==> src/design/float_fixed_point_converter_macros.svh <==
// assertion macros for the float/fixed converter
`ifndef FLOAT_FIXED_POINT_CONVERTER_MACROS_SVH
`define FLOAT_FIXED_POINT_CONVERTER_MACROS_SVH
`ifndef SYNTH
`define FFC_ASSERT_IMP(label, clk, rst, a, c) \
   label: assert property (@(posedge clk) disable iff (rst) (a) |-> (c)) else $error("label");
`define FFC_ASSERT_NXT(label, clk, rst, a, c) \
   label: assert property (@(posedge clk) disable iff (rst) (a) |=> (c)) else $error("label");
`else
`define FFC_ASSERT_IMP(label, clk, rst, a, c)
`define FFC_ASSERT_NXT(label, clk, rst, a, c)
`endif
`endif

==> src/design/ffc_pkg.sv <==
// ============================================================================
// ffc_pkg
// shared types and constants of the float/fixed converter
// ============================================================================
package ffc_pkg;
   localparam int unsigned FRAC_W = 5;
   localparam logic [FRAC_W-1:0] FRAC_RESET = 5'd8;
   localparam logic [FRAC_W-1:0] FRAC_MAX = 5'd30;
   localparam int unsigned ADDR_W = 1;
   localparam logic [ADDR_W-1:0] REG_FRAC_BITS = 1'b0;

   localparam logic [1:0] ST_EXACT   = 2'd0;
   localparam logic [1:0] ST_INEXACT = 2'd1;
   localparam logic [1:0] ST_SAT     = 2'd2;
   localparam logic [1:0] ST_NAN     = 2'd3;

   localparam logic REQ_F2X = 1'b0;
   localparam logic REQ_X2F = 1'b1;

   // decoded operand after stage 1
   typedef struct packed {
      logic        valid;
      logic        kind;
      logic        neg;
      logic        is_nan;
      logic        is_inf;
      logic        is_zero;
      logic [23:0] mant;
      logic [8:0]  shamt;
      logic        left;
      logic [31:0] mag;
      logic [4:0]  lz;
      logic [4:0]  n;
   } s1_type;

   // shifted value after stage 2
   typedef struct packed {
      logic        valid;
      logic        kind;
      logic        neg;
      logic        special_nan;
      logic        sat;
      logic        is_zero;
      logic [31:0] val;
      logic        sticky;
      logic        guard;
      logic [7:0]  bexp;
   } s2_type;
endpackage

==> src/design/ffc_csr.sv <==
// ============================================================================
// ffc_csr
// configuration register file holding the fraction bit count
// ============================================================================
module ffc_csr (
   input  logic                        clock,
   input  logic                        reset,
   input  logic                        psel,
   input  logic                        penable,
   input  logic                        pwrite,
   input  logic [ffc_pkg::ADDR_W-1:0]  paddr,
   input  logic [31:0]                 pwdata,
   output logic [31:0]                 prdata,
   output logic                        pready,
   output logic [ffc_pkg::FRAC_W-1:0]  frac_n
);
   import ffc_pkg::*;

   logic [FRAC_W-1:0] frac_ff, frac_in;
   logic wr;

   assign pready = 1'b1;
   assign wr = psel && penable && pwrite && (paddr == REG_FRAC_BITS);

   always_comb begin
      frac_in = frac_ff;
      if (wr) begin
         frac_in = pwdata[FRAC_W-1:0];
      end
   end

   always_ff @(posedge clock) begin
      if (reset) begin
         frac_ff <= FRAC_RESET;
      end else begin
         frac_ff <= frac_in;
      end
   end

   assign prdata = (paddr == REG_FRAC_BITS) ? {{(32-FRAC_W){1'b0}}, frac_ff} : 32'd0;
   assign frac_n = (frac_ff > FRAC_MAX) ? FRAC_MAX : frac_ff;
endmodule

==> src/design/ffc_decode.sv <==
// ============================================================================
// ffc_decode
// stage 1: field split, exponent arithmetic, magnitude and leading zeros
// ============================================================================
module ffc_decode (
   input  logic                        clock,
   input  logic                        reset,
   input  logic                        in_valid,
   input  logic                        kind,
   input  logic [31:0]                 operand,
   input  logic [ffc_pkg::FRAC_W-1:0]  frac_n,
   output ffc_pkg::s1_type             s1
);
   import ffc_pkg::*;

   s1_type s1_ff, s1_in;
   logic [7:0]  bexp;
   logic [22:0] frac;
   logic signed [10:0] e;
   logic [31:0] mag;
   logic [4:0] lz;

   always_comb begin
      bexp = operand[30:23];
      frac = operand[22:0];
      e = $signed({3'b000, (bexp == 8'd0) ? 8'd1 : bexp}) - 11'sd150
          + $signed({6'b0, frac_n});
      mag = operand[31] ? (32'd0 - operand) : operand;
      lz = 5'd0;
      for (int i = 0; i < 32; i++) begin
         if (mag[i]) begin
            lz = 5'(31 - i);
         end
      end
      s1_in.valid   = in_valid;
      s1_in.kind    = kind;
      s1_in.neg     = operand[31];
      s1_in.is_nan  = (bexp == 8'hFF) && (frac != 23'd0);
      s1_in.is_inf  = (bexp == 8'hFF) && (frac == 23'd0);
      s1_in.mant    = {(bexp != 8'd0), frac};
      s1_in.left    = !e[10];
      s1_in.shamt   = e[10] ? 9'(-e) : e[8:0];
      s1_in.mag     = mag;
      s1_in.lz      = lz;
      s1_in.n       = frac_n;
      s1_in.is_zero = (kind == REQ_F2X) ? (s1_in.mant == 24'd0) : (mag == 32'd0);
   end

   always_ff @(posedge clock) begin
      if (reset) begin
         s1_ff.valid <= 1'b0;
      end else begin
         s1_ff.valid <= s1_in.valid;
      end
      s1_ff.kind    <= s1_in.kind;
      s1_ff.neg     <= s1_in.neg;
      s1_ff.is_nan  <= s1_in.is_nan;
      s1_ff.is_inf  <= s1_in.is_inf;
      s1_ff.is_zero <= s1_in.is_zero;
      s1_ff.mant    <= s1_in.mant;
      s1_ff.shamt   <= s1_in.shamt;
      s1_ff.left    <= s1_in.left;
      s1_ff.mag     <= s1_in.mag;
      s1_ff.lz      <= s1_in.lz;
      s1_ff.n       <= s1_in.n;
   end

   assign s1 = s1_ff;
endmodule

==> src/design/ffc_shift.sv <==
// ============================================================================
// ffc_shift
// stage 2: barrel shift for both directions, range check, guard and sticky
// ============================================================================
module ffc_shift (
   input  logic            clock,
   input  logic            reset,
   input  ffc_pkg::s1_type s1,
   output ffc_pkg::s2_type s2
);
   import ffc_pkg::*;

   s2_type s2_ff, s2_in;
   logic [63:0] wide;
   logic [63:0] rmask;
   logic [31:0] norm;
   logic [7:0]  p;

   always_comb begin
      wide = 64'd0;
      rmask = 64'd0;
      norm = s1.mag << s1.lz;
      p = 8'd31 - {3'b000, s1.lz};
      s2_in = '0;
      s2_in.valid = s1.valid;
      s2_in.kind  = s1.kind;
      s2_in.neg   = s1.neg;
      s2_in.is_zero = s1.is_zero;
      if (s1.kind == REQ_F2X) begin
         s2_in.special_nan = s1.is_nan;
         if (s1.is_inf) begin
            s2_in.sat = 1'b1;
         end else if (s1.is_zero) begin
            s2_in.val = 32'd0;
         end else if (s1.left) begin
            if (s1.shamt >= 9'd9) begin
               s2_in.sat = 1'b1;
            end else begin
               wide = {40'd0, s1.mant} << s1.shamt[3:0];
               s2_in.val = wide[31:0];
            end
         end else begin
            if (s1.shamt >= 9'd24) begin
               s2_in.val = 32'd0;
               s2_in.sticky = 1'b1;
            end else begin
               wide = {40'd0, s1.mant} >> s1.shamt[4:0];
               rmask = (64'd1 << s1.shamt[4:0]) - 64'd1;
               s2_in.val = wide[31:0];
               s2_in.sticky = ({40'd0, s1.mant} & rmask) != 64'd0;
            end
         end
         if (!s2_in.sat && !s1.is_inf) begin
            if (s1.neg ? (s2_in.val > 32'h8000_0000) : (s2_in.val > 32'h7FFF_FFFF)) begin
               s2_in.sat = 1'b1;
            end
         end
      end else begin
         // norm[31] is the leading one; keep 24 bits, guard, sticky
         s2_in.val = {8'd0, norm[31:8]};
         s2_in.guard = norm[7];
         s2_in.sticky = norm[6:0] != 7'd0;
         s2_in.bexp = p + 8'd127 - {3'b000, s1.n};
      end
   end

   always_ff @(posedge clock) begin
      if (reset) begin
         s2_ff.valid <= 1'b0;
      end else begin
         s2_ff.valid <= s2_in.valid;
      end
      s2_ff.kind        <= s2_in.kind;
      s2_ff.neg         <= s2_in.neg;
      s2_ff.special_nan <= s2_in.special_nan;
      s2_ff.sat         <= s2_in.sat;
      s2_ff.is_zero     <= s2_in.is_zero;
      s2_ff.val         <= s2_in.val;
      s2_ff.sticky      <= s2_in.sticky;
      s2_ff.guard       <= s2_in.guard;
      s2_ff.bexp        <= s2_in.bexp;
   end

   assign s2 = s2_ff;
endmodule

==> src/design/ffc_round.sv <==
// ============================================================================
// ffc_round
// stage 3: rounding, negation, saturation and packing of the result
// ============================================================================
module ffc_round (
   input  logic            clock,
   input  logic            reset,
   input  ffc_pkg::s2_type s2,
   output logic            out_valid,
   output logic [31:0]     out_bits,
   output logic [1:0]      out_status
);
   import ffc_pkg::*;

   logic        valid_ff, valid_in;
   logic [31:0] bits_ff, bits_in;
   logic [1:0]  st_ff, st_in;
   logic [24:0] m;
   logic [7:0]  be;
   logic        up;

   always_comb begin
      valid_in = s2.valid;
      bits_in = 32'd0;
      st_in = ST_EXACT;
      up = s2.guard && (s2.sticky || s2.val[0]);
      m = {1'b0, s2.val[23:0]} + {24'd0, up};
      be = s2.bexp;
      if (m[24]) begin
         be = s2.bexp + 8'd1;
      end
      if (s2.kind == REQ_F2X) begin
         if (s2.special_nan) begin
            st_in = ST_NAN;
         end else if (s2.sat) begin
            bits_in = s2.neg ? 32'h8000_0000 : 32'h7FFF_FFFF;
            st_in = ST_SAT;
         end else begin
            bits_in = s2.neg ? (32'd0 - s2.val) : s2.val;
            st_in = s2.sticky ? ST_INEXACT : ST_EXACT;
         end
      end else if (!s2.is_zero) begin
         bits_in = {s2.neg, be, m[24] ? m[23:1] : m[22:0]};
         st_in = (s2.guard || s2.sticky) ? ST_INEXACT : ST_EXACT;
      end
   end

   always_ff @(posedge clock) begin
      if (reset) begin
         valid_ff <= 1'b0;
      end else begin
         valid_ff <= valid_in;
      end
      bits_ff <= bits_in;
      st_ff <= st_in;
   end

   assign out_valid = valid_ff;
   assign out_bits = bits_ff;
   assign out_status = st_ff;
endmodule

==> src/design/float_fixed_point_converter.sv <==
// ============================================================================
// float_fixed_point_converter
// IEEE single <-> 32-bit Qm.n fixed point, three-stage pipeline
// ============================================================================
// A request is taken in every cycle (busy stays low) and its result appears on
// the rsp_ ports with rsp_valid high for one cycle, after passing the three
// register stages (decode, shift, round). The
// receiver cannot stall. Write frac_bits only while no request is in flight.
`include "float_fixed_point_converter_macros.svh"
module float_fixed_point_converter (
   input  logic                       clock,
   input  logic                       reset,
   input  logic                       start,
   output logic                       busy,
   input  logic                       req_type,
   input  logic [31:0]                req_operand_bits,
   output logic                       rsp_valid,
   output logic [31:0]                rsp_result_bits,
   output logic [1:0]                 rsp_status,
   input  logic                       psel,
   input  logic                       penable,
   input  logic                       pwrite,
   input  logic [ffc_pkg::ADDR_W-1:0] paddr,
   input  logic [31:0]                pwdata,
   output logic [31:0]                prdata,
   output logic                       pready
);
   import ffc_pkg::*;

   logic [FRAC_W-1:0] frac_n;
   s1_type s1;
   s2_type s2;

   assign busy = 1'b0;

   ffc_csr u_csr (
      .clock(clock), .reset(reset), .psel(psel), .penable(penable), .pwrite(pwrite),
      .paddr(paddr), .pwdata(pwdata), .prdata(prdata), .pready(pready), .frac_n(frac_n)
   );

   ffc_decode u_decode (
      .clock(clock), .reset(reset), .in_valid(start && !busy), .kind(req_type),
      .operand(req_operand_bits), .frac_n(frac_n), .s1(s1)
   );

   ffc_shift u_shift (.clock(clock), .reset(reset), .s1(s1), .s2(s2));

   ffc_round u_round (
      .clock(clock), .reset(reset), .s2(s2), .out_valid(rsp_valid),
      .out_bits(rsp_result_bits), .out_status(rsp_status)
   );

   `FFC_ASSERT_NXT(a_start_flows, clock, reset, start, s1.valid)
   `FFC_ASSERT_NXT(a_s1_flows, clock, reset, s1.valid, s2.valid)
   `FFC_ASSERT_NXT(a_s2_flows, clock, reset, s2.valid, rsp_valid)
   `FFC_ASSERT_IMP(a_x2f_no_sat, clock, reset, rsp_valid && $past(s2.kind) == REQ_X2F, rsp_status != ST_SAT && rsp_status != ST_NAN)
endmodule

==> config.mk <==
export PLATFORM = sky130hd
export DESIGN_NAME = float_fixed_point_converter
export DESIGN_NICKNAME = d
export VERILOG_FILES = /design/src/design/ffc_pkg.sv /design/src/design/ffc_csr.sv /design/src/design/ffc_decode.sv /design/src/design/ffc_shift.sv /design/src/design/ffc_round.sv /design/src/design/float_fixed_point_converter.sv
export VERILOG_INCLUDE_DIRS = /design/src /design/src/design
export SDC_FILE = /design/constraint.sdc
export NUM_CORES = 1
export LEC_CHECK = 0
export BUFFER_PORTS_ARGS = -buffer_cell sky130_fd_sc_hd__buf_4
export CAP_MARGIN = 20
export CORE_UTILIZATION = 55
export DETAILED_ROUTE_END_ITERATION = 10
export PLACE_DENSITY = 0.78
export SYNTH_ARGS = -nofsm -noshare
export SYNTH_HDL_FRONTEND = slang
export SYNTH_SLANG_ARGS = --single-unit
==> constraint.sdc <==
create_clock -name clock -period 3.2 [get_ports clock]
set_input_delay 0.32 -clock clock [delete_from_list [all_inputs] [get_ports clock]]
set_output_delay 0.32 -clock clock [all_outputs]
set_load 0.05 [all_outputs]
# Yosys cells after proc, flatten, opt, wreduce, memory -nomap -nowiden
# Cells that the tools add are included.
# totals
inputBits	72
latch_bits	0
mem_bits_ro	0
memories	0
regBits	170
ram_bits	0
# classes
order_cmp	5
n_div	0
n_mul	0
n_addsub	11
n_reduce_logical	24
shift	4
bitwise	2
mux	68
eq_ne	1
# op_table
cell	count
32-bit two-way mux	10
33-bit two-way mux	3
5-bit two-way mux	18
24-bit by 64-bit bitwise AND with 64-bit output	1
64-bit nonzero test	1
1-bit by 5-bit left shift with 64-bit output (first input constant)	1
1-bit by 32-bit subtractor with 32-bit output (first input constant)	2
64-bit by 1-bit subtractor with 64-bit output (second input constant)	1
32-bit by 31-bit > comparator with 1-bit output (second input constant)	1
32-bit > comparator (second input constant)	1
32-bit logical NOT	1
4-bit two-way mux	8
24-bit by 4-bit left shift with 32-bit output	1
32-bit by 5-bit left shift with 32-bit output	1
24-bit by 5-bit right shift with 32-bit output	1
24-bit by 1-bit adder with 25-bit output	1
25-bit two-way mux	1
24-bit logical NOT	1
23-bit logical NOT	1
23-bit two-way mux	1
23-bit nonzero test	1
8-bit two-way mux	2
16-bit OR reduction	1
1-bit two-way mux	14
24 further kinds	41

# Longest topological paths before layout
# logic_depth
ltp_word	33
depth_mapped	16

# By module
# A second synthesis with hierarchy kept.
# unflattened
hier_cells	1719
area_unflattened_um2	13792.0
# by_module_without_submodules
module	cells_each	area_per_inst_um2	n_inst	seq_area_each_um2
ffc_shift	824	6311.1	1	960.9
ffc_decode	432	3970.1	1	1621.6
ffc_round	397	2982.9	1	700.7
ffc_csr	64	516.7	1	100.1
float_fixed_point_converter	2	11.3	1	0.0

# Worst setup path after synthesis
# No wires, ideal clock.
# synth_timing
path_type	register to register
from	reg u_decode.s1_ff (netlist bit u_decode.s1[43])
to	reg u_shift.s2_ff (netlist bit u_shift.s2[9])
stages_incl_launch_ff	15
setup_slack_ns	0.038
arrival_time_ns	3.031
synth_period_minus_slack_ns	3.162
required_time_ns	3.069
path_cell_list	dfxtp_1 > buf_2 > buf_2 > buf_2 > buf_2 > buf_2 > nand3_1 > ha_1 > clkbuf_1 > clkbuf_1 > xnor2_1 > a2111oi_0 > nand4_1 > o211ai_1 > o41ai_1
# synth_rtl
item	line	rtl
from (decl)	ffc_decode.sv:16	s1_type s1_ff, s1_in;
to (decl)	ffc_shift.sv:13	s2_type s2_ff, s2_in;

# Worst setup path in the final report
# layout_timing
from	reg u_decode.s1_ff (netlist bit u_decode.s1[44])
to	reg u_shift.s2_ff (netlist bit u_shift.s2[43])
# layout_between
elab_chain_cells	10
elab_cells_between_ends	22
classes_between	order compare: 4; shift: 2; mux: 14; reduce/logical: 2
# layout_rtl
item	line	rtl
9-bit by 5-bit >= comparator with 1-bit output, or another cell as far along	ffc_shift.sv:43	if (s1.shamt >= 9'd24) begin
33-bit two-way mux / 32-bit two-way mux (equally long branches)	ffc_shift.sv:43, ffc_shift.sv:36	
32-bit two-way mux	ffc_shift.sv:35	end else if (s1.left) begin
32-bit two-way mux	ffc_shift.sv:33	end else if (s1.is_zero) begin
33-bit two-way mux	ffc_shift.sv:31	if (s1.is_inf) begin
33-bit two-way mux	ffc_shift.sv:29	if (s1.kind == REQ_F2X) begin
32-bit by 31-bit > comparator with 1-bit output / 32-bit > comparator (equally long branches)	ffc_shift.sv:54	if (s1.neg ? (s2_in.val > 32'h8000_0000) : (s2_in.val > 32'h7FFF_FFFF)) begin
1-bit two-way mux (2 in series)	ffc_shift.sv:54	
1-bit two-way mux *	ffc_shift.sv:53	if (!s2_in.sat && !s1.is_inf) begin
# Every way passes the cells marked *; elsewhere a longest branch is shown, timed or not. The select of a mux whose other input is x is not followed.
# A chain may end at the register's enable or synchronous reset.

==> results.txt <==
----------------------------------------------------
[Timing]
  RSZ-0062 raised after global routing ... no
  Final TNS setup ... 0 ns
  Finish-stage setup viols ... 0
  Max-slew headroom ... between 40 and 50%
  Period utilization ... a little over nine tenths
  Transition time at the pin with the least slew margin ... roughly 0.85 ns
  Max-slew violation count ... 0
  Final setup skew ... 0.0191 ns
  Hold violation count in the final report ... 0
  Achievable clock frequency ... between 300 and 400 MHz
  Minimum clock period ... between 3 and 4 ns

[Yosys]
  Largest family of logic cells by synthesized area ... simple AND/OR/NAND/NOR gates
  Share of synthesized registers carrying an async set or reset ... 0%
  Cell variety after synth ... 92
  Number of enable flip-flop cells after synthesis ... 0
  Cell with the most instances after synthesis ... sky130_fd_sc_hd__dfxtp_1
  Fraction of synthesized cell area taken by the top area cell type ... around a quarter
  Yosys Warn Count ... 0
  Mux contribution to synthesized area ... ~18%
  Main flop type after synthesis ... sky130_fd_sc_hd__dfxtp_1
  Register area share after synthesis ... between 20% and 30%
  Cell area after technology mapping ... 13600 µm²
  Count of mapped cells out of synthesis ... ~1700
  Commonest cells post-synth ... 169 x sky130_fd_sc_hd__dfxtp_1, 162 x sky130_fd_sc_hd__nand2_1, 150 x sky130_fd_sc_hd__nor2_1, 104 x sky130_fd_sc_hd__clkbuf_1, 83 x sky130_fd_sc_hd__o21ai_0
  Synthesized-area fraction occupied by adder cells ... under 10%
  Post-Synthesis Mean Instance Area ... approximately 8 µm²
  Area share of and/or/nand/nor cells after synthesis ... between 20% and 30%
  Ranking of synthesized cells by area ... sky130_fd_sc_hd__dfxtp_1 25%, sky130_fd_sc_hd__mux4_2 11%, sky130_fd_sc_hd__mux2i_1 5.4%
  Flops & latches, synth ... around 170
  Most area-hungry cell type in the Yosys netlist ... sky130_fd_sc_hd__dfxtp_1
  Post-synthesis compound-gate area fraction ... about 22%
  Synthesized-area fraction occupied by xor and xnor cells ... 3.99%

[Pwr]
  Max IR drop VDD ... around 270 µV
  Cell area power density ... about 560 nW/µm²
  Static leakage ... roughly 6.0 nW
  Final Power ... roughly 8.5 mW

[Hold path]
  HP Start ... req_type
  WHS Path Cells ... 1
  Type of the worst min-delay path ... in -> reg
  Hold worst-path end ... u_decode.s1[80]

[CTS]
  Clock slew at the register clock pins of the worst setup and hold paths ... around 0.070 ns
  Number of buffers on the longest clock path ... 2
  Clock root buffer ... sky130_fd_sc_hd__clkbuf_16
  Insertion delay to the later sink of the worst-skew pair ... approximately 0.44 ns
  Count of hold buffers inserted by post-cts repair ... 0
  Buffers inserted by post-CTS timing repair ... 0
  Number of sinks driven by the clock tree ... approximately 170
  Count of cells resized by post-cts repair ... 0
  CTS Buf Count ... 17
  CTS tree ... built
  H-Tree Depth ... 4

[Global route]
  Aggregate global-route resource usage ... approximately a third
  Largest net degree at the start of global routing ... 52
  Number of antenna violations at the first check in global routing ... 0
  Number of global-route vias before repair ... 12200
  Overflow left after global routing ... 0
  Wire length of the first global-routing pass ... 68300 µm

[Place]
  Last weighted congestion value of the routability-driven placer ... between 0.9 and 1
  Standard cell area after detailed placement ... about 15000 µm²
  HPWL Detailed ... between 30000 and 40000 µm
  # port buffers ... 84

[Final layout]
  Net total in the final layout ... roughly 1800
  Synthesis-to-finish area growth ... 11.9%
  Post-route cell area ... roughly 15000 µm²
  Antenna diode count ... 0
  Utilization after layout ... 62.6%
  Fraction of final layout cells with drive strength greater than 1 ... between 10% and 20%

[Run status]
  Run status ... finished, final reports clean

[Setup path]
  Worst Path Required ... roughly 3.5 ns
  Startpoint Class ... flop
  Crit end category ... flop
  Slack of the worst reg-to-reg path ... between 0.15 and 0.2 ns
  Startpoint of the worst register-to-register path ... u_decode.s1[44]
  Critical Path AT ... 3.36 ns
  Cell count of the worst reg-to-reg path ... 8
  Crit path kind ... reg -> reg
  RR Endpoint ... u_shift.s2[43]
  Timing startpoint of the critical path ... u_decode.s1[44]
  Largest fanout of any net on the critical path ... 38

[Floorplan]
  Vert. Die Dim ... 159 µm
  Die Wd ... about 160 µm
  I/O pin count ... about 140
  Core outline area ... 24300 µm²
  Std-Cell Rows ... 57
  Starting Density ... 56.0%
  Total Die Area ... about 25000 µm²

[Route]
  Initial detailed-routing violation count ... roughly 1700
  1st-pass router iterations ... 8
  Routed WL per cell ... roughly 21 µm
  DRC violations left ... 0
  Ratio of routed vias to standard cells ... roughly 6.6
  Total detailed-routing wirelength ... between 40000 and 50000 µm
  Count of antenna-violating nets left after detailed routing ... 0
  Total number of vias ... 13500

[Job]
  Maximum Capacitance Violations ... 0

----------------------------------------------------
==> worst max path at each step <==
| stage | cells after the start | end | slack, ns |
|---|---|---|---|
| after floorplan | 14 | u_shift.s2[9] | 0.04 |
| after global placement | 10 | u_decode.s1[7] | 0.18 |
| after detailed placement | 10 | u_decode.s1[76] | 0.12 |
| after CTS | 8 | u_shift.s2[43] | 0.22 |
| after global routing | 11 | u_shift.s2[9] | 0.01 |
| final | 8 | u_shift.s2[43] | 0.16 |
==> critical path: stages, from the launching register on <==
cell                      delay (ns)
sky130_fd_sc_hd__dfxtp_4        0.65
sky130_fd_sc_hd__buf_4          0.29
sky130_fd_sc_hd__mux2i_1        0.27
sky130_fd_sc_hd__mux4_2         0.36
sky130_fd_sc_hd__nand2_1        0.07
sky130_fd_sc_hd__a32oi_1        0.40
sky130_fd_sc_hd__nand3_1        0.13
sky130_fd_sc_hd__or4_1          0.48
sky130_fd_sc_hd__o31a_1         0.24
==> state kept, by name, indices dropped and copies added (netlist names) <==
name and count:
u_round.out_valid 1, u_round.out_bits 32, u_shift.s2 48, u_round.out_status 2
u_decode.s1 81, u_csr.frac_ff 5
==> placed cells by master (no fill, tap or decap), drive strengths merged, types with 10 or more instances in the layout <==
cell	count
conb	29
inv	57
xnor2	36
o211ai	28
a21oi	67
ha	18
mux4	64
and3	16
nand4	23
nand2b	20
nand2	162
nand3	35
dfxtp	169
nor4	17
o21a	10
a21o	12
or2	11
a211oi	20
a31oi	22
o22ai	46
o31ai	17
clkbuf	19
or4	13
mux2i	73
mux2	24
nor2	150
nor3	48
nor2b	27
xor2	26
a22oi	14
o21ai	85
buf	176
or3	19
==> cell type report <==
cell class | count | area (µm²)
inverter | 55 | 206
multi-input combinational | 1287 | 9290
tap | 324 | 405
clock buffer | 19 | 433
fill | 2102 | 9100
clock inverter | 13 | 165
timing repair buffer | 176 | 1330
sequential | 169 | 3390
==> per-stage QoR <==
step	hold slack (ns)	instances	setup slack [ns]
floorplan	0.331	1688	0.0378
global placement	0.396	2011	0.185
detailed placement	0.397	2011	0.115
CTS	0.0241	2043	0.222
global route	0.0212	2043	0.0113
finish	0.0417	2043	0.160
==> cell families after synthesis <==
logic type               count (synthesis)
buffers and inverters                  232
AO/OA/AOI/OAI                          430
adder cells (fa/ha/maj)                 20
AND/OR/NAND/NOR                        585
XOR/XNOR                                62
flip-flops                             169
multiplexers                           161
other                                    2
==> power by group <==
part	switching (mW)	internal, mW
Sequential	0.364	2.37
Clock	0.933	1.18
Combinational	2.21	1.46
Total	3.50	5.00
==> per-layer routing <==
| layer | part of all wire [%] | vias up | GRT usage, % |
|---|---|---|---|
| li1 | - | 6225 | - |
| met1 | 41 | 6284 | 45.7 |
| met2 | 46 | 849 | 53.9 |
| met3 | 9.2 | 113 | 5.21 |
| met4 | 3.8 | 0 | 14.2 |
| met5 | 0 | - | 0 |
Power figures use the tool's default switching activity.
